===== src/rtl/core/alt_pkg.sv =====
// Package: sizes, codes and shared types of the adjacency list table.
`timescale 1ns / 1ps
package alt_pkg;

    // Table geometry
    localparam int MAX_ROWS   = 64;
    localparam int MAX_DEGREE = 16;
    localparam int MAX_COLS   = 1024;

    // Field widths
    localparam int ROW_W    = $clog2(MAX_ROWS);
    localparam int COL_W    = $clog2(MAX_COLS);
    localparam int LEN_W    = $clog2(MAX_DEGREE + 1);
    localparam int SLOT_W   = $clog2(MAX_DEGREE);
    localparam int ADDR_W   = $clog2(MAX_ROWS * MAX_DEGREE);
    localparam int SWEEP_W  = $clog2(MAX_ROWS + 1);
    localparam int ROWCNT_W = 7;
    localparam int COLCNT_W = 11;
    localparam int EDGE_W   = 11;
    localparam int REQ_W    = 3;
    localparam int STAT_W   = 2;

    // Configuration port
    localparam int CFG_IDX_W  = 1;
    localparam int CFG_DATA_W = COLCNT_W;
    localparam logic [CFG_IDX_W-1:0] CFG_ROW_COUNT = 1'd0;
    localparam logic [CFG_IDX_W-1:0] CFG_COL_COUNT = 1'd1;
    localparam logic [ROWCNT_W-1:0]  ROW_COUNT_RST = ROWCNT_W'(64);
    localparam logic [COLCNT_W-1:0]  COL_COUNT_RST = COLCNT_W'(1024);

    typedef enum logic [REQ_W-1:0] {
        REQ_ADD    = 3'd0,
        REQ_DEL    = 3'd1,
        REQ_CONN   = 3'd2,
        REQ_DEGREE = 3'd3,
        REQ_MAXDEG = 3'd4,
        REQ_LIST   = 3'd5
    } t_req_type;

    typedef enum logic [STAT_W-1:0] {
        ST_DONE      = 2'd0,
        ST_NO_CHANGE = 2'd1,
        ST_FULL      = 2'd2,
        ST_RANGE     = 2'd3
    } t_status;

    typedef enum logic [2:0] {
        S_IDLE,
        S_LEN,
        S_SCAN,
        S_DECIDE,
        S_LDATA,
        S_MAXD,
        S_EMIT
    } t_state;

    // Effective configuration
    typedef struct packed {
        logic [ROWCNT_W-1:0] rows;
        logic [COLCNT_W-1:0] cols;
    } t_cfg;

    // Result word
    typedef struct packed {
        logic [STAT_W-1:0] status;
        logic              found;
        logic [COL_W-1:0]  neighbor;
        logic [LEN_W-1:0]  degree;
        logic [LEN_W-1:0]  max_degree;
        logic [EDGE_W-1:0] edge_count;
        logic              last;
    } t_rsp;

    // Row length memory ports
    typedef struct packed {
        logic             en;
        logic [ROW_W-1:0] addr;
        logic [LEN_W-1:0] data;
    } t_len_wr;

    typedef struct packed {
        logic             en;
        logic [ROW_W-1:0] addr;
    } t_len_rd;

    // Neighbor memory ports
    typedef struct packed {
        logic              en;
        logic [ADDR_W-1:0] addr;
        logic [COL_W-1:0]  data;
    } t_nbr_wr;

    typedef struct packed {
        logic              en;
        logic [ADDR_W-1:0] addr;
    } t_nbr_rd;

    // Flat neighbor address of one slot of one row
    function automatic logic [ADDR_W-1:0] nbr_addr(input logic [ROW_W-1:0] row,
                                                   input logic [SLOT_W-1:0] slot);
        nbr_addr = ADDR_W'(row) * ADDR_W'(MAX_DEGREE) + ADDR_W'(slot);
    endfunction

endpackage


===== src/rtl/core/alt_req_if.sv =====
// Interface: request channel (valid, ready and request word).
`timescale 1ns / 1ps
interface alt_req_if;
    logic                       valid;
    logic                       ready;
    logic [alt_pkg::REQ_W-1:0]  req_type;
    logic [alt_pkg::ROW_W-1:0]  row;
    logic [alt_pkg::COL_W-1:0]  col;

    modport source (output valid, output req_type, output row, output col, input ready);
    modport sink   (input valid, input req_type, input row, input col, output ready);
endinterface


===== src/rtl/core/alt_rsp_if.sv =====
// Interface: result channel (valid, ready and result word).
`timescale 1ns / 1ps
interface alt_rsp_if;
    logic                        valid;
    logic                        ready;
    logic [alt_pkg::STAT_W-1:0]  status;
    logic                        found;
    logic [alt_pkg::COL_W-1:0]   neighbor;
    logic [alt_pkg::LEN_W-1:0]   degree;
    logic [alt_pkg::LEN_W-1:0]   max_degree;
    logic [alt_pkg::EDGE_W-1:0]  edge_count;
    logic                        last;

    modport source (output valid, output status, output found, output neighbor,
                    output degree, output max_degree, output edge_count, output last,
                    input ready);
    modport sink   (input valid, input status, input found, input neighbor,
                    input degree, input max_degree, input edge_count, input last,
                    output ready);
endinterface


===== src/rtl/core/alt_ctrl.sv =====
// Sequencer: decodes a request, scans and updates the memories, drives results.
`timescale 1ns / 1ps
module alt_ctrl (
    input  logic                       i_clk,
    input  logic                       i_rst_n,
    input  alt_pkg::t_cfg              i_cfg,
    alt_req_if.sink                    i_req,
    alt_rsp_if.source                  o_rsp,
    output alt_pkg::t_len_wr           o_len_wr,
    output alt_pkg::t_len_rd           o_len_rd,
    input  logic [alt_pkg::LEN_W-1:0]  i_len_rdata,
    output alt_pkg::t_nbr_wr           o_nbr_wr,
    output alt_pkg::t_nbr_rd           o_nbr_rd,
    input  logic [alt_pkg::COL_W-1:0]  i_nbr_rdata
);

    alt_pkg::t_state                   r_state, n_state;
    alt_pkg::t_req_type                r_req, n_req;
    logic [alt_pkg::ROW_W-1:0]         r_row, n_row;
    logic [alt_pkg::COL_W-1:0]         r_col, n_col;
    logic [alt_pkg::LEN_W-1:0]         r_len, n_len;
    logic [alt_pkg::SWEEP_W-1:0]       r_k, n_k;
    logic                              r_pend, n_pend;
    logic [alt_pkg::SLOT_W-1:0]        r_pend_k, n_pend_k;
    logic                              r_found, n_found;
    logic [alt_pkg::SLOT_W-1:0]        r_pos, n_pos;
    logic [alt_pkg::COL_W-1:0]         r_last_val, n_last_val;
    logic [alt_pkg::LEN_W-1:0]         r_best, n_best;
    logic [alt_pkg::EDGE_W-1:0]        r_edges, n_edges;
    logic [alt_pkg::STAT_W-1:0]        r_res_status, n_res_status;
    logic                              r_res_found, n_res_found;
    logic [alt_pkg::LEN_W-1:0]         r_res_deg, n_res_deg;
    logic [alt_pkg::LEN_W-1:0]         r_res_maxd, n_res_maxd;
    logic                              r_out_valid, n_out_valid;
    alt_pkg::t_rsp                     r_out, n_out;

    logic                              out_free;
    logic                              accept;
    logic [alt_pkg::SWEEP_W-1:0]       k_next;
    logic [alt_pkg::SWEEP_W-1:0]       len_ext;

    assign out_free = !r_out_valid || o_rsp.ready;
    assign accept   = i_req.valid && i_req.ready;
    assign k_next   = r_k + alt_pkg::SWEEP_W'(1);
    assign len_ext  = alt_pkg::SWEEP_W'(r_len);

    // Control registers
    always_ff @(posedge i_clk) begin
        if (!i_rst_n) begin
            r_state     <= alt_pkg::S_IDLE;
            r_edges     <= '0;
            r_out_valid <= 1'b0;
            r_pend      <= 1'b0;
        end else begin
            r_state     <= n_state;
            r_edges     <= n_edges;
            r_out_valid <= n_out_valid;
            r_pend      <= n_pend;
        end
    end

    // Working and payload registers
    always_ff @(posedge i_clk) begin
        r_req        <= n_req;
        r_row        <= n_row;
        r_col        <= n_col;
        r_len        <= n_len;
        r_k          <= n_k;
        r_pend_k     <= n_pend_k;
        r_found      <= n_found;
        r_pos        <= n_pos;
        r_last_val   <= n_last_val;
        r_best       <= n_best;
        r_res_status <= n_res_status;
        r_res_found  <= n_res_found;
        r_res_deg    <= n_res_deg;
        r_res_maxd   <= n_res_maxd;
        r_out        <= n_out;
    end

    // Next state, memory accesses and result word
    always_comb begin
        n_state      = r_state;
        n_req        = r_req;
        n_row        = r_row;
        n_col        = r_col;
        n_len        = r_len;
        n_k          = r_k;
        n_pend       = r_pend;
        n_pend_k     = r_pend_k;
        n_found      = r_found;
        n_pos        = r_pos;
        n_last_val   = r_last_val;
        n_best       = r_best;
        n_edges      = r_edges;
        n_res_status = r_res_status;
        n_res_found  = r_res_found;
        n_res_deg    = r_res_deg;
        n_res_maxd   = r_res_maxd;
        n_out_valid  = r_out_valid && !o_rsp.ready;
        n_out        = r_out;
        o_len_wr     = '0;
        o_len_rd     = '0;
        o_nbr_wr     = '0;
        o_nbr_rd     = '0;
        i_req.ready  = 1'b0;

        unique case (r_state)
            alt_pkg::S_IDLE: begin
                i_req.ready  = 1'b1;
                n_found      = 1'b0;
                n_k          = '0;
                n_pend       = 1'b0;
                n_best       = '0;
                n_res_found  = 1'b0;
                n_res_deg    = '0;
                n_res_maxd   = '0;
                n_res_status = alt_pkg::ST_RANGE;
                n_row        = i_req.row;
                n_col        = i_req.col;
                n_req        = alt_pkg::t_req_type'(i_req.req_type);
                if (accept) begin
                    priority if (i_req.req_type > alt_pkg::REQ_W'(alt_pkg::REQ_LIST)) begin
                        n_state = alt_pkg::S_EMIT;
                    end else if (i_req.req_type == alt_pkg::REQ_W'(alt_pkg::REQ_MAXDEG)) begin
                        n_state = alt_pkg::S_MAXD;
                    end else if (alt_pkg::ROWCNT_W'(i_req.row) >= i_cfg.rows) begin
                        n_state = alt_pkg::S_EMIT;
                    end else begin
                        o_len_rd.en   = 1'b1;
                        o_len_rd.addr = i_req.row;
                        n_state       = alt_pkg::S_LEN;
                    end
                end
            end

            alt_pkg::S_LEN: begin
                n_len        = i_len_rdata;
                n_res_status = alt_pkg::ST_DONE;
                n_res_deg    = i_len_rdata;
                unique case (r_req)
                    alt_pkg::REQ_DEGREE: begin
                        n_state = alt_pkg::S_EMIT;
                    end
                    alt_pkg::REQ_LIST: begin
                        if (i_len_rdata == '0) begin
                            n_state = alt_pkg::S_EMIT;
                        end else begin
                            o_nbr_rd.en   = 1'b1;
                            o_nbr_rd.addr = alt_pkg::nbr_addr(r_row, '0);
                            n_state       = alt_pkg::S_LDATA;
                        end
                    end
                    alt_pkg::REQ_ADD, alt_pkg::REQ_DEL, alt_pkg::REQ_CONN: begin
                        if (alt_pkg::COLCNT_W'(r_col) >= i_cfg.cols) begin
                            n_res_status = alt_pkg::ST_RANGE;
                            n_state      = alt_pkg::S_EMIT;
                        end else begin
                            n_state = alt_pkg::S_SCAN;
                        end
                    end
                    default: begin
                        n_state = alt_pkg::S_EMIT;
                    end
                endcase
            end

            // One slot read issued per cycle, compared in the next cycle
            alt_pkg::S_SCAN: begin
                if (r_k < len_ext) begin
                    o_nbr_rd.en   = 1'b1;
                    o_nbr_rd.addr = alt_pkg::nbr_addr(r_row, r_k[alt_pkg::SLOT_W-1:0]);
                    n_k           = k_next;
                    n_pend        = 1'b1;
                    n_pend_k      = r_k[alt_pkg::SLOT_W-1:0];
                end else begin
                    n_pend = 1'b0;
                end
                if (r_pend) begin
                    if (i_nbr_rdata == r_col) begin
                        n_found = 1'b1;
                        n_pos   = r_pend_k;
                    end
                    // keep the tail entry for a delete
                    if (alt_pkg::LEN_W'(r_pend_k) == r_len - alt_pkg::LEN_W'(1)) begin
                        n_last_val = i_nbr_rdata;
                    end
                end
                if (r_k == len_ext && !r_pend) begin
                    n_state = alt_pkg::S_DECIDE;
                end
            end

            alt_pkg::S_DECIDE: begin
                n_state      = alt_pkg::S_EMIT;
                n_res_status = alt_pkg::ST_DONE;
                n_res_deg    = r_len;
                unique case (r_req)
                    alt_pkg::REQ_CONN: begin
                        n_res_found = r_found;
                    end
                    alt_pkg::REQ_ADD: begin
                        priority if (r_found) begin
                            n_res_status = alt_pkg::ST_NO_CHANGE;
                        end else if (r_len >= alt_pkg::LEN_W'(alt_pkg::MAX_DEGREE)) begin
                            n_res_status = alt_pkg::ST_FULL;
                        end else begin
                            o_nbr_wr.en   = 1'b1;
                            o_nbr_wr.addr = alt_pkg::nbr_addr(r_row,
                                                r_len[alt_pkg::SLOT_W-1:0]);
                            o_nbr_wr.data = r_col;
                            o_len_wr.en   = 1'b1;
                            o_len_wr.addr = r_row;
                            o_len_wr.data = r_len + alt_pkg::LEN_W'(1);
                            n_res_deg     = r_len + alt_pkg::LEN_W'(1);
                            n_edges       = r_edges + alt_pkg::EDGE_W'(1);
                        end
                    end
                    alt_pkg::REQ_DEL: begin
                        if (!r_found) begin
                            n_res_status = alt_pkg::ST_NO_CHANGE;
                        end else begin
                            // tail entry moves into the freed slot
                            o_nbr_wr.en   = 1'b1;
                            o_nbr_wr.addr = alt_pkg::nbr_addr(r_row, r_pos);
                            o_nbr_wr.data = r_last_val;
                            o_len_wr.en   = 1'b1;
                            o_len_wr.addr = r_row;
                            o_len_wr.data = r_len - alt_pkg::LEN_W'(1);
                            n_res_deg     = r_len - alt_pkg::LEN_W'(1);
                            n_edges       = r_edges - alt_pkg::EDGE_W'(1);
                        end
                    end
                    default: begin
                        n_res_status = alt_pkg::ST_RANGE;
                    end
                endcase
            end

            // Neighbor run: read data holds while the output is stalled
            alt_pkg::S_LDATA: begin
                if (out_free) begin
                    n_out_valid      = 1'b1;
                    n_out.status     = alt_pkg::ST_DONE;
                    n_out.found      = 1'b0;
                    n_out.neighbor   = i_nbr_rdata;
                    n_out.degree     = r_len;
                    n_out.max_degree = '0;
                    n_out.edge_count = r_edges;
                    n_out.last       = (k_next == len_ext);
                    if (k_next == len_ext) begin
                        n_state = alt_pkg::S_IDLE;
                    end else begin
                        o_nbr_rd.en   = 1'b1;
                        o_nbr_rd.addr = alt_pkg::nbr_addr(r_row,
                                            k_next[alt_pkg::SLOT_W-1:0]);
                        n_k           = k_next;
                    end
                end
            end

            // Sweep over active rows for the largest length
            alt_pkg::S_MAXD: begin
                if (r_k < alt_pkg::SWEEP_W'(i_cfg.rows)) begin
                    o_len_rd.en   = 1'b1;
                    o_len_rd.addr = r_k[alt_pkg::ROW_W-1:0];
                    n_k           = k_next;
                    n_pend        = 1'b1;
                end else begin
                    n_pend = 1'b0;
                end
                if (r_pend && i_len_rdata > r_best) begin
                    n_best = i_len_rdata;
                end
                if (r_k == alt_pkg::SWEEP_W'(i_cfg.rows) && !r_pend) begin
                    n_res_status = alt_pkg::ST_DONE;
                    n_res_deg    = '0;
                    n_res_maxd   = r_best;
                    n_state      = alt_pkg::S_EMIT;
                end
            end

            alt_pkg::S_EMIT: begin
                if (out_free) begin
                    n_out_valid      = 1'b1;
                    n_out.status     = r_res_status;
                    n_out.found      = r_res_found;
                    n_out.neighbor   = '0;
                    n_out.degree     = r_res_deg;
                    n_out.max_degree = r_res_maxd;
                    n_out.edge_count = r_edges;
                    n_out.last       = 1'b1;
                    n_state          = alt_pkg::S_IDLE;
                end
            end

            default: begin
                n_state = alt_pkg::S_IDLE;
            end
        endcase
    end

    // Output register
    assign o_rsp.valid      = r_out_valid;
    assign o_rsp.status     = r_out.status;
    assign o_rsp.found      = r_out.found;
    assign o_rsp.neighbor   = r_out.neighbor;
    assign o_rsp.degree     = r_out.degree;
    assign o_rsp.max_degree = r_out.max_degree;
    assign o_rsp.edge_count = r_out.edge_count;
    assign o_rsp.last       = r_out.last;

endmodule


===== src/flat_wrapper.sv =====
// flat-port wrapper written by rule: the top's interface ports become plain ports
module alt_ctrl_flat 
  (i_clk, i_rst_n, i_cfg, o_len_wr, o_len_rd, i_len_rdata, o_nbr_wr, o_nbr_rd, i_nbr_rdata, i_req_valid, i_req_req_type, i_req_row, i_req_col, i_req_ready, o_rsp_valid, o_rsp_status, o_rsp_found, o_rsp_neighbor, o_rsp_degree, o_rsp_max_degree, o_rsp_edge_count, o_rsp_last, o_rsp_ready);
  alt_req_if i_req_i ();
  alt_rsp_if o_rsp_i ();
  input  logic i_clk;
  input  logic i_rst_n;
  input  alt_pkg::t_cfg i_cfg;
  output alt_pkg::t_len_wr o_len_wr;
  output alt_pkg::t_len_rd o_len_rd;
  input  logic [alt_pkg::LEN_W-1:0] i_len_rdata;
  output alt_pkg::t_nbr_wr o_nbr_wr;
  output alt_pkg::t_nbr_rd o_nbr_rd;
  input  logic [alt_pkg::COL_W-1:0] i_nbr_rdata;
  input wire logic [$bits(i_req_i.valid)-1:0] i_req_valid;
  input wire logic [$bits(i_req_i.req_type)-1:0] i_req_req_type;
  input wire logic [$bits(i_req_i.row)-1:0] i_req_row;
  input wire logic [$bits(i_req_i.col)-1:0] i_req_col;
  output wire logic [$bits(i_req_i.ready)-1:0] i_req_ready;
  output wire logic [$bits(o_rsp_i.valid)-1:0] o_rsp_valid;
  output wire logic [$bits(o_rsp_i.status)-1:0] o_rsp_status;
  output wire logic [$bits(o_rsp_i.found)-1:0] o_rsp_found;
  output wire logic [$bits(o_rsp_i.neighbor)-1:0] o_rsp_neighbor;
  output wire logic [$bits(o_rsp_i.degree)-1:0] o_rsp_degree;
  output wire logic [$bits(o_rsp_i.max_degree)-1:0] o_rsp_max_degree;
  output wire logic [$bits(o_rsp_i.edge_count)-1:0] o_rsp_edge_count;
  output wire logic [$bits(o_rsp_i.last)-1:0] o_rsp_last;
  input wire logic [$bits(o_rsp_i.ready)-1:0] o_rsp_ready;
  assign i_req_i.valid = i_req_valid;
  assign i_req_i.req_type = i_req_req_type;
  assign i_req_i.row = i_req_row;
  assign i_req_i.col = i_req_col;
  assign i_req_ready = i_req_i.ready;
  assign o_rsp_valid = o_rsp_i.valid;
  assign o_rsp_status = o_rsp_i.status;
  assign o_rsp_found = o_rsp_i.found;
  assign o_rsp_neighbor = o_rsp_i.neighbor;
  assign o_rsp_degree = o_rsp_i.degree;
  assign o_rsp_max_degree = o_rsp_i.max_degree;
  assign o_rsp_edge_count = o_rsp_i.edge_count;
  assign o_rsp_last = o_rsp_i.last;
  assign o_rsp_i.ready = o_rsp_ready;
  alt_ctrl u_core (.i_clk(i_clk), .i_rst_n(i_rst_n), .i_cfg(i_cfg), .i_req(i_req_i), .o_rsp(o_rsp_i), .o_len_wr(o_len_wr), .o_len_rd(o_len_rd), .i_len_rdata(i_len_rdata), .o_nbr_wr(o_nbr_wr), .o_nbr_rd(o_nbr_rd), .i_nbr_rdata(i_nbr_rdata));
endmodule

===== config.mk =====
export PLATFORM = sky130hd
export DESIGN_NAME = alt_ctrl_flat
export DESIGN_NICKNAME = d
export VERILOG_FILES = /design/src/rtl/core/alt_pkg.sv /design/src/rtl/core/alt_req_if.sv /design/src/rtl/core/alt_rsp_if.sv /design/src/rtl/core/alt_ctrl.sv /design/src/flat_wrapper.sv
export SDC_FILE = /design/constraint.sdc
export NUM_CORES = 1
export LEC_CHECK = 0
export ABC_AREA = 1
export BUFFER_PORTS_ARGS = -buffer_cell sky130_fd_sc_hd__buf_4
export CAP_MARGIN = 20
export CORE_MARGIN = 1
export CORE_UTILIZATION = 35
export CTS_BUF_LIST = sky130_fd_sc_hd__clkbuf_16
export CTS_CLUSTER_SIZE = 8
export DETAILED_ROUTE_END_ITERATION = 12
export PLACE_DENSITY_LB_ADDON = 0.1
export RECOVER_POWER = 50
export SLEW_MARGIN = 20
export SYNTH_ARGS = -nofsm -noshare
export SYNTH_HDL_FRONTEND = slang
export SYNTH_SLANG_ARGS = --single-unit
export TNS_END_PERCENT = 5

===== constraint.sdc =====
create_clock -name i_clk -period 4.3 [get_ports i_clk]
set_input_delay 0 -clock i_clk [delete_from_list [all_inputs] [get_ports i_clk]]
set_output_delay 0 -clock i_clk [all_outputs]
set_load 0.02 [all_outputs]

==> impl_metrics.py, run 1 <==
metrics = {
    "cts": {
        "post_cts.resized_instances": 0,
        "clock_tree.root_cell": "sky130_fd_sc_hd__clkbuf_16",
        "cts-buffers-inserted": 17,
        "clk_transition_reported_paths_ns": 0.06,
        "post-cts-setup-buffers": 0,
        "postCtsHoldBufs": 35,
        "tritoncts": "yes",
        "h-tree-depth": 4,
        "max-clock-path-buffers": 2,
        "number_of_sinks_driven_by_the_clock_tree": 119,
        "clock_insertion_delay_worst_skew_ns": 0.43,
    },
    "power_and_ir_drop": {
        "power-per-cell-area_mw_per_mm2": 566,
        "sw_frac_of_total": 0.393,
        "comb_power_share": 0.344,
        "power.clock.fraction": 0.285,
        "cellInternalPower_mw": 3.07,
        "total_power_mw": 5.06,
        "sw_power_mw": 1.99,
        "total_leakage_power_nw": 4.02,
        "vdd_ir_drop_max_mv": 0.321,
        "pwr-share-seq": 0.371,
    },
    "setup_path": {
        "worst_ep_required_time_ns": 4.30,
        "cp-start-kind": "register",
        "timing.critical_path.cells": "nor2_1, clkinv_1, nor2_2, clkbuf_1, nand3_1, o22ai_1, buf_4",
        "critPathMaxStageDelay_ns": 0.94,
        "crit_arrival_ns": 3.04,
        "setup.worst_path.start": "u_core.r_state[1]",
        "path_class": "register to output pin",
        "worst-path-max-fanout": 24,
        "crit-reg2reg-launch": "u_core.r_state[1]",
        "critical_path.endpoint_type": "output pin",
        "timing.critical_path.slowest_stage_cell": "sky130_fd_sc_hd__clkbuf_1",
    },
    "yosys": {
        "ys_top_cells_by_area": "sky130_fd_sc_hd__edfxtp_1 (45%), sky130_fd_sc_hd__ha_1 (8.7%), sky130_fd_sc_hd__inv_1 (7.2%)",
        "yosysSeqAreaShare": 0.493,
        "yosysWarnings": 0,
        "postSynth.asyncResetShare": 0,
        "average_size_of_a_mapped_cell_um2": 8.88,
        "synthesis.area_mm2": 0.00693,
        "synth.top_cell.area_share": 0.446,
        "ys_types": 46,
        "synthesis.instances": 780,
        "syn_nets": 885,
        "number_of_flip_flops_and_latches_in_the_synthesized_netlist": 119,
        "synth_enable_flop_cells": 103,
        "dominant_synthesized_flop_cell": "sky130_fd_sc_hd__edfxtp_1",
        "synth_top_cell_by_area": "sky130_fd_sc_hd__edfxtp_1",
    },
    "sta": {
        "worst_slew_margin_rel": 0.146,
        "timing_max_transition_violations_final": 0,
        "minimum_setup_slack_in_the_final_design_ns": 1.26,
        "setup_repair_after_global_routing_missed_its_margin": "no",
        "layout_min_cycle_time_ns": 3.04,
        "report.final.setup_viol": 0,
        "maxClockFrequency_mhz": 329,
        "timing.clock.skew_ns": 0.0124,
        "final_hold_viol_count": 0,
        "timing_worst_slew_pin_value_ns": 1.28,
        "final.period_utilization": 0.707,
        "fin_setup_tns_ns": 0,
    },
    "final_layout": {
        "areaGrowthSynthToFinish_pct": 29.1,
        "finish.utilization": 0.460,
        "diodes": 0,
        "final.fill_count": 1992,
        "final_net_count": 1065,
        "finalNonFillerCells": 1238,
        "final_layout_size_suffix_gt1_frac": 0.146,
    },
    "hold_path": {
        "worst_hold_path_type": "input port to register",
        "hold_path.startpoint": "o_rsp_ready",
    },
    "global_routing": {
        "grt_use_total": 0.199,
        "global_route.overflow_total": 0,
        "first_pass_grt_wire_length_um": 30200,
        "antenna_found_initial": 0,
        "first_global_vias": 5653,
        "grt_max_degree": 36,
    },
    "die": {
        "floorplan.initialDensity": 0.356,
        "ios": 144,
        "design.core.area_mm2": 0.0195,
        "fp.dieH_um": 143,
        "num_rows": 51,
        "die_area_mm2": 0.0204,
        "chipWidth_um": 143,
    },
    "route": {
        "detailroute.via_count": 5864,
        "drt_first_pass_iters": 5,
        "post_drt_via_cell_ratio": 4.74,
        "routed_wire_length_um": 19300,
        "post-route-drc-count": 0,
        "first_iter_violations": 368,
        "detail_route.wl_per_cell_um": 15.6,
        "drt.antenna.violating_nets": 0,
    },
    "placement": {
        "post-dp-hpwl_um": 14600,
        "io_buffer_count": 143,
        "place_worst_setup_slack_ns": 1.65,
        "globalplace.congestion": 0.845,
        "placed_instance_count": 1171,
    },
    "status": {
        "run_status": "complete, no violations",
    },
    "run": {
        "max-cap-violations": 0,
    },
}
sequential cells by signal (all words and copies together), names as in the netlist, 4 cells and up:
signal	count
u_core.r_col	10
u_core.r_pend_k	4
u_core.r_edges	11
u_core.o_rsp.degree	5
u_core.r_res_deg	5
u_core.r_res_maxd	5
u_core.r_k	7
u_core.r_row	6
u_core.r_best	5
u_core.o_rsp.max_degree	5
u_core.r_len	5
u_core.o_rsp.edge_count	11
u_core.r_pos	4
u_core.r_last_val	10
u_core.o_rsp.neighbor	10
cell usage in the layout (no fill, tap or decap), types with 4 or more instances in the layout:
master                          count
sky130_fd_sc_hd__nor2_1           108
sky130_fd_sc_hd__nor3_1             9
sky130_fd_sc_hd__clkbuf_4          11
sky130_fd_sc_hd__nand2_1          131
sky130_fd_sc_hd__o21ai_1            4
sky130_fd_sc_hd__a22oi_1           12
sky130_fd_sc_hd__o221ai_1           4
sky130_fd_sc_hd__clkbuf_16         17
sky130_fd_sc_hd__clkbuf_1          62
sky130_fd_sc_hd__nand2_2            7
sky130_fd_sc_hd__clkinv_4           4
sky130_fd_sc_hd__ha_1              48
sky130_fd_sc_hd__edfxtp_1         103
sky130_fd_sc_hd__buf_4             73
sky130_fd_sc_hd__xnor2_1            8
sky130_fd_sc_hd__nand4_1           10
sky130_fd_sc_hd__inv_2              4
sky130_fd_sc_hd__o21ai_0           31
sky130_fd_sc_hd__nand3_1           31
sky130_fd_sc_hd__xor2_1            12
sky130_fd_sc_hd__dlygate4sd3_1     35
sky130_fd_sc_hd__inv_1            135
sky130_fd_sc_hd__dfxtp_1           16
sky130_fd_sc_hd__o22ai_1           11
sky130_fd_sc_hd__inv_6              4
sky130_fd_sc_hd__a21oi_1           39
cells in the mapped netlist (2+ instances only):
library cell and count:
sky130_fd_sc_hd__nor3_1 8, sky130_fd_sc_hd__o21ai_1 4, sky130_fd_sc_hd__nand3b_1 2, sky130_fd_sc_hd__edfxtp_1 103, sky130_fd_sc_hd__o2111ai_1 2, sky130_fd_sc_hd__nor2_2 5, sky130_fd_sc_hd__a22oi_1 12, sky130_fd_sc_hd__o21ai_0 31
sky130_fd_sc_hd__a21oi_1 40, sky130_fd_sc_hd__o21bai_1 2, sky130_fd_sc_hd__nor3b_1 2, sky130_fd_sc_hd__o221ai_1 4, sky130_fd_sc_hd__a211oi_1 2, sky130_fd_sc_hd__nand2_1 130, sky130_fd_sc_hd__a21boi_0 2, sky130_fd_sc_hd__nand3_2 2
sky130_fd_sc_hd__nand4_1 10, sky130_fd_sc_hd__buf_4 7, sky130_fd_sc_hd__inv_1 133, sky130_fd_sc_hd__o22ai_1 11, sky130_fd_sc_hd__buf_6 3, sky130_fd_sc_hd__nand2_2 8, sky130_fd_sc_hd__ha_1 48, sky130_fd_sc_hd__nor2_4 3
sky130_fd_sc_hd__nand3_1 31, sky130_fd_sc_hd__xnor2_1 8, sky130_fd_sc_hd__dfxtp_1 16, sky130_fd_sc_hd__xor2_1 12, sky130_fd_sc_hd__or2_2 2, sky130_fd_sc_hd__nor2_1 106, sky130_fd_sc_hd__buf_2 4, sky130_fd_sc_hd__inv_2 8
sky130_fd_sc_hd__clkbuf_1 6
per-layer routing:
| layer | vias up | global-route usage | part of all wire |
|---|---|---|---|
| li1 | 2955 | - | - |
| met1 | 2703 | 0.253 | 0.46 |
| met2 | 191 | 0.341 | 0.48 |
| met4 | 0 | 0.0566 | 0.012 |
| met5 | - | 0 | 0 |
| met3 | 15 | 0.0426 | 0.051 |
power groups by stage:
stage               registers, mW  logic [mW]  clock network [mW]
detailed placement           1.90        1.80                   0
CTS                          1.88        1.83                1.47
global placement             1.89        1.79                   0
finish                       1.88        1.74                1.44
global route                 1.91        1.96                1.51
floorplan                    1.91        1.12                   0
worst paths after layout:
path	end	slack, ns	depth (start not counted)
setup / recovery	o_len_rd[4]	1.26	7
hold reg to reg	u_core.o_rsp.edge_count[8]	0.47	0
hold / removal	u_core.o_rsp.valid	0.008	4
setup reg to reg	u_core.r_res_maxd[0]	1.32	6
worst max-delay path, delay by kind of cell (launching register included):
kind            cells  cell delay [ns]
simple gates        3             0.72
flops               1             0.38
buf+inv             3             1.22
compound gates      1             0.29
logic make-up after synthesis:
logic type / count (synthesis) / share of synthesized area
simple gates: 312 / 0.196
buf+inv: 162 / 0.0955
flops: 119 / 0.493
compound gates: 118 / 0.101
fa+ha+maj: 49 / 0.0896
xor+xnor: 20 / 0.0253
stage by stage:
| stage | cell area [µm²] | hold WS [ns] |
|---|---|---|
| after floorplan | 6930 | 0.0976 |
| after global placement | 8240 | 0.180 |
| after detailed placement | 8240 | 0.180 |
| after CTS | 9180 | 0.00963 |
| after global routing | 8940 | 0.105 |
| final | 8940 | 0.00779 |
final cells by class:
type / count / area (µm²) / share of cell area
well taps: 265 / 332 / 0.0371
flip-flops and latches: 119 / 3410 / 0.382
inverters: 142 / 533 / 0.0596
repair buffers: 181 / 1210 / 0.136
multi-input cells: 499 / 2860 / 0.320
clock buffers: 17 / 425 / 0.0476
clock inverters: 15 / 169 / 0.0189
No activity file was read; power rests on OpenSTA's default activity.
==> inputs of run 2 (changes only) <==
- clock period: 4.3 -> 2.57 ns (I/O delays scaled with it)
==> impl_metrics.py, run 2 (synthesized netlist as in run 1, its figures left out) <==
metrics = {
    "route": {
        "detailroute.via_count": 5950,
        "first_iter_violations": 345,
        "route.top_layer_used": "met4",
        "wl_met3_um": 987,
        "drt_first_pass_iters": 5,
        "post-route-drc-count": 0,
        "m1_wire_length_um": 9120,
        "post_drt_via_cell_ratio": 4.70,
        "met2WireLength_um": 9160,
        "routed_wire_length_um": 19600,
        "drt.antenna.violating_nets": 0,
        "detail_route.wl_per_cell_um": 15.4,
    },
    "sta": {
        "timing_worst_slew_pin_value_ns": 0.737,
        "timing_max_transition_violations_final": 0,
        "maxClockFrequency_mhz": 416,
        "final.period_utilization": 0.936,
        "minimum_setup_slack_in_the_final_design_ns": 0.166,
        "fin_setup_tns_ns": 0,
        "setup_repair_after_global_routing_missed_its_margin": "yes",
        "report.final.setup_viol": 0,
        "timing.clock.skew_ns": 0.0120,
        "layout_min_cycle_time_ns": 2.40,
        "final_hold_viol_count": 0,
        "worst_slew_margin_rel": 0.505,
    },
    "placement": {
        "place_worst_setup_slack_ns": 0.194,
        "dpl-instance-area_mm2": 0.00836,
        "globalplace.congestion": 0.871,
        "io_buffer_count": 143,
        "post-dp-hpwl_um": 14500,
    },
    "final_layout": {
        "final_net_count": 1093,
        "final_layout_size_suffix_gt1_frac": 0.183,
        "highest_count_cells_in_the_layout_ignoring_fill_and_taps": "sky130_fd_sc_hd__inv_1 (130), sky130_fd_sc_hd__nand2_1 (130), sky130_fd_sc_hd__nor2_1 (109)",
        "fin_area_mm2": 0.00923,
        "final.fill_count": 1949,
        "areaGrowthSynthToFinish_pct": 33.2,
        "diodes": 0,
    },
    "cts": {
        "clk_transition_reported_paths_ns": 0.06,
        "cts-buffers-inserted": 17,
        "number_of_sinks_driven_by_the_clock_tree": 119,
        "max-clock-path-buffers": 2,
        "clock_tree.root_cell": "sky130_fd_sc_hd__clkbuf_16",
        "tritoncts": "yes",
        "h-tree-depth": 4,
        "clock_insertion_delay_worst_skew_ns": 0.43,
    },
    "setup_path": {
        "cp.buffers_inverters": 2,
        "path_class": "register to output pin",
        "crit_arrival_ns": 2.40,
        "worst_ep_required_time_ns": 2.57,
        "worst-path-max-fanout": 8,
        "critical_path.endpoint_type": "output pin",
        "timing.critical_path.slowest_stage_cell": "sky130_fd_sc_hd__edfxtp_1",
        "reg2regPathDepth": 7,
        "cp_top_family": "compound AO/OA/AOI/OAI gates",
        "cp-start-kind": "register",
        "regToRegSetupSlack_ns": 0.25,
        "timing.critical_path.cells": "ha_1, inv_1, nor2_1, o21a_1, o21ai_0, nand3_2, o22ai_1, buf_4",
        "crit-reg2reg-launch": "u_core.r_state[1]",
        "critPathMaxStageDelay_ns": 0.47,
        "rr_endpoint": "u_core.r_k[2]",
    },
    "power_and_ir_drop": {
        "vdd_ir_drop_max_mv": 0.517,
        "total_power_mw": 8.83,
        "power-per-cell-area_mw_per_mm2": 957,
        "total_leakage_power_nw": 4.16,
    },
    "die": {
        "die_area_mm2": 0.0204,
        "design.core.area_mm2": 0.0195,
        "floorplan.initialDensity": 0.356,
        "fp.dieH_um": 143,
        "chipWidth_um": 143,
        "ios": 144,
        "num_rows": 51,
    },
    "hold_path": {
        "worst_hold_path_type": "input port to register",
        "hold_path.startpoint": "o_rsp_ready",
        "endpoint_of_the_worst_hold_timing_path": "u_core.o_rsp.valid",
        "hold-path-cell-count": 4,
    },
    "global_routing": {
        "grt_use_total": 0.201,
        "first_pass_grt_wire_length_um": 30400,
        "global_route.overflow_total": 0,
        "antenna_found_initial": 0,
        "first_global_vias": 5728,
        "grt_max_degree": 36,
    },
    "status": {
        "run_status": "complete, no violations",
    },
    "run": {
        "max-cap-violations": 0,
    },
}
==> run 2: cell count changes in the layout (fill, tap and decap cells not counted), moves of 3 or more <==
cell	before	now
sky130_fd_sc_hd__inv_6	4	1
sky130_fd_sc_hd__inv_2	4	7
sky130_fd_sc_hd__clkinv_2	1	4
sky130_fd_sc_hd__buf_4	73	101
sky130_fd_sc_hd__ha_1	48	45
sky130_fd_sc_hd__inv_1	135	130
==> run 2: how the worst max path moves through the flow <==
stage	slack [ns]	startpoint	cells after the start	to
after global routing	-0.009	i_req_row[4]	11	o_len_rd[1]
after detailed placement	0.19	u_core.r_req[2]	12	u_core.r_edges[8]
after floorplan	0.17	u_core.r_state[1]	5	u_core.o_rsp.degree[0]
after global placement	0.24	u_core.r_req[2]	12	u_core.r_edges[7]
after CTS	0.01	u_core.r_k[0]	13	o_nbr_rd[4]
final	0.17	u_core.r_k[1]	8	o_len_rd[1]
==> run 2: worst reg2reg max path: stages, from the launching register on <==
cell                      delay, ns
sky130_fd_sc_hd__dfxtp_1       0.44
sky130_fd_sc_hd__nor2_1        0.14
sky130_fd_sc_hd__nand2_1       0.42
sky130_fd_sc_hd__inv_2         0.13
sky130_fd_sc_hd__nor3_1        0.63
sky130_fd_sc_hd__inv_1         0.16
sky130_fd_sc_hd__nand2_1       0.12
sky130_fd_sc_hd__inv_1         0.04
==> run 2: power by group <==
| part | switching (mW) | total [mW] | internal (mW) |
|---|---|---|---|
| clock | 0.940 | 2.56 | 1.62 |
| combinational | 2.10 | 3.18 | 1.08 |
| sequential | 0.299 | 3.09 | 2.79 |
==> run 2: layer usage <==
layer,track usage,up-vias
met2,0.332,171
met4,0.0719,0
li1,-,3012
met5,0,-
met1,0.261,2746
met3,0.0376,21
==> run 2: cell type report <==
cell class,count,area (µm²),share of cell area
sequential,119,3410,0.370
multi-input combinational,499,2890,0.313
timing repair buffer,209,1430,0.155
inverter,142,538,0.0583
clock buffer,17,425,0.0461
tap,265,332,0.0359
clock inverter,15,203,0.0220
==> run 2: repair_timing <==
item                       4_1_cts  5_1_grt
gates resized for setup          2       11
pin swaps                        0        1
buffers inserted                 8        4
hold buffers                    35        0
setup endpoints to repair        9       27
hold endpoints to repair        57        0
==> run 2: metrics by stage <==
stage | cells | utilization | hold WS, ns
floorplan | 780 | - | 0.0976
global placement | 1187 | 0.430 | 0.180
detailed placement | 1187 | 0.430 | 0.179
CTS | 1262 | 0.483 | 0.0167
global route | 1266 | 0.474 | 0.0537
finish | 1266 | 0.474 | 0.0194
==> inputs of run 3 (changes only) <==
- ABC_AREA: 1 -> default
- TNS_END_PERCENT: 5 -> default
==> impl_metrics.py, run 3 <==
metrics = {
    "final_layout": {
        "highest_count_cells_in_the_layout_ignoring_fill_and_taps": "sky130_fd_sc_hd__buf_4 (161), sky130_fd_sc_hd__edfxtp_1 (103), sky130_fd_sc_hd__nand2_1 (57)",
        "fin_area_mm2": 0.00963,
        "areaGrowthSynthToFinish_pct": 40.4,
        "final_net_count": 992,
        "final_layout_size_suffix_gt1_frac": 0.286,
        "layout.cells.most_common": "sky130_fd_sc_hd__buf_4",
        "diodes": 0,
        "final.fill_count": 1779,
    },
    "die": {
        "die_area_mm2": 0.0202,
        "fp.dieH_um": 142,
        "num_rows": 50,
        "design.core.area_mm2": 0.0190,
        "floorplan.initialDensity": 0.362,
        "ios": 144,
        "chipWidth_um": 142,
    },
    "global_routing": {
        "grt_use_total": 0.200,
        "global_route.overflow_total": 0,
        "grt_max_degree": 27,
        "antenna_found_initial": 0,
        "first_pass_grt_wire_length_um": 30700,
        "first_global_vias": 5874,
    },
    "cts": {
        "h-tree-depth": 4,
        "clk_transition_reported_paths_ns": 0.05,
        "cts-buffers-inserted": 17,
        "number_of_sinks_driven_by_the_clock_tree": 119,
        "clock_insertion_delay_worst_skew_ns": 0.42,
        "tritoncts": "yes",
        "clock_tree.root_cell": "sky130_fd_sc_hd__clkbuf_16",
        "max-clock-path-buffers": 2,
    },
    "hold_path": {
        "worst_hold_path_type": "input port to register",
    },
    "route": {
        "drt_first_pass_iters": 5,
        "routed_wire_length_um": 19600,
        "post_drt_via_cell_ratio": 5.07,
        "post-route-drc-count": 0,
        "drt.antenna.violating_nets": 0,
        "detail_route.wl_per_cell_um": 16.9,
        "first_iter_violations": 357,
        "detailroute.via_count": 5866,
    },
    "sta": {
        "timing_worst_slew_pin_value_ns": 0.588,
        "timing.clock.skew_ns": 0.0107,
        "maxClockFrequency_mhz": 381,
        "final.period_utilization": 1.02,
        "report.final.setup_viol": 9,
        "worst_slew_margin_rel": 0.607,
        "timing_max_transition_violations_final": 0,
        "layout_min_cycle_time_ns": 2.62,
        "final_hold_viol_count": 0,
        "setup_repair_after_global_routing_missed_its_margin": "yes",
        "minimum_setup_slack_in_the_final_design_ns": -0.0514,
    },
    "status": {
        "run_status": "finished, violations left",
        "failed_checks": "negative setup slack",
    },
    "yosys": {
        "ys_top_cells_by_area": "sky130_fd_sc_hd__edfxtp_1 (45%), sky130_fd_sc_hd__ha_1 (8.8%), sky130_fd_sc_hd__dfxtp_1 (4.7%)",
        "synth.top_cell.area_share": 0.451,
        "ys_types": 65,
        "synth.cells.most_frequent": "sky130_fd_sc_hd__edfxtp_1 (103), sky130_fd_sc_hd__nand2_1 (58), sky130_fd_sc_hd__nor2_1 (52)",
        "dominant_synthesized_flop_cell": "sky130_fd_sc_hd__edfxtp_1",
        "yosysMostFrequentCell": "sky130_fd_sc_hd__edfxtp_1",
        "yosysWarnings": 0,
        "average_size_of_a_mapped_cell_um2": 10.4,
        "postSynth.asyncResetShare": 0,
        "synthesis.instances": 659,
        "number_of_flip_flops_and_latches_in_the_synthesized_netlist": 119,
        "synth_top_cell_by_area": "sky130_fd_sc_hd__edfxtp_1",
        "synth_enable_flop_cells": 103,
        "syn_nets": 764,
        "synthesis.area_mm2": 0.00686,
        "yosysSeqAreaShare": 0.497,
    },
    "power_and_ir_drop": {
        "vdd_ir_drop_max_mv": 0.537,
        "total_power_mw": 9.62,
        "power-per-cell-area_mw_per_mm2": 999,
        "total_leakage_power_nw": 3.97,
    },
    "setup_path": {
        "cp-start-kind": "register",
        "worst_ep_required_time_ns": 2.57,
        "timing.critical_path.cells": "ha_4, a2111o_1, buf_6, a311oi_4, and3b_4, nor2b_2, buf_6",
        "path_class": "register to output pin",
        "critPathMaxStageDelay_ns": 0.50,
        "critical_path.endpoint_type": "output pin",
        "crit_arrival_ns": 2.62,
        "timing.critical_path.slowest_stage_cell": "sky130_fd_sc_hd__edfxtp_1",
        "worst-path-max-fanout": 7,
        "path_common_cell": "sky130_fd_sc_hd__buf_6",
    },
    "placement": {
        "dpl-instance-area_mm2": 0.00849,
        "place_worst_setup_slack_ns": -0.0271,
        "globalplace.congestion": 0.855,
        "io_buffer_count": 143,
        "post-dp-hpwl_um": 14700,
    },
    "run": {
        "max-cap-violations": 0,
    },
}
run 3: cell count changes after synthesis, moves of 14 or more:
| cell | previous run | this run |
|---|---|---|
| sky130_fd_sc_hd__and2_1 | 0 | 27 |
| sky130_fd_sc_hd__and3_1 | 0 | 14 |
| sky130_fd_sc_hd__clkbuf_1 | 6 | 21 |
| sky130_fd_sc_hd__inv_1 | 133 | 40 |
| sky130_fd_sc_hd__nand2_1 | 130 | 58 |
| sky130_fd_sc_hd__nand3_1 | 31 | 17 |
| sky130_fd_sc_hd__nor2_1 | 106 | 52 |
| sky130_fd_sc_hd__xnor2_1 | 8 | 24 |
run 3: cell families after synthesis:
family          count (synthesis)  share of synthesized area
xor+xnor                       32                     0.0408
flops                         119                      0.497
buf+inv                        78                     0.0498
simple gates                  242                      0.185
mux                             3                    0.00438
compound gates                136                      0.133
fa+ha+maj                      49                     0.0904
run 3: worst paths after layout:
check                                             endpoint  slack (ns)         startpoint  depth (start not counted)
worst max-delay path                           o_nbr_rd[5]       -0.05      u_core.r_k[4]                          7
worst min-delay path                     u_core.r_state[2]        0.08          i_cfg[10]                          4
worst max register to register         u_core.r_res_deg[1]        0.13      u_core.r_k[4]                          8
worst min register to register  u_core.o_rsp.edge_count[1]        0.47  u_core.r_edges[1]                          0
run 3: worst max-delay path, delay by kind of cell (launching register included):
kind                     cells  cell delay (ns)
AO/OA/AOI/OAI                2             0.73
flip-flops                   1             0.50
AND/OR/NAND/NOR              2             0.44
buffers and inverters        2             0.27
adder cells (fa/ha/maj)      1             0.26
run 3: timing repair:
item | 4_1_cts | 5_1_grt
buffers inserted | 11 | 4
endpoints found under the setup margin | 31 | 48
endpoints found under the hold margin | 63 | 0
pin swaps | 7 | 7
hold buffers | 37 | 0
cloned | 0 | 0
resized for setup | 20 | 27
run 3: metrics by stage:
step | cells | utilization | setup TNS, ns | hold slack, ns
floorplan | 659 | - | 0 | 0.0989
global placement | 1076 | 0.448 | -0.0391 | 0.179
detailed placement | 1076 | 0.448 | -0.189 | 0.180
CTS | 1154 | 0.505 | -0.120 | 0.0677
global route | 1158 | 0.508 | -1.19 | 0.0837
finish | 1158 | 0.508 | -0.298 | 0.0803
run 3: power by group:
group          internal, mW  switching, mW  leakage [nW]
combinational          1.84           2.34          2.58
sequential             2.88          0.347          1.13
clock                  1.39          0.826         0.267
total                  6.11           3.51          3.97
run 3: cell type report:
type,instances,area (µm²),area share
inverter,41,156,0.0162
multi-input combinational,462,3260,0.339
sequential,119,3410,0.355
timing repair buffer,246,1930,0.200
tap,260,325,0.0338
clock buffer,17,425,0.0442
clock inverter,13,119,0.0123
run 3: layer usage:
metal	share of wire	routed length, µm	vias to the layer above	GRT usage
li1	-	-	2847	-
met2	0.49	9570	191	0.340
met3	0.051	999	23	0.0431
met4	0.014	277	0	0.0640
met5	0	0	-	0
met1	0.45	8750	2805	0.253
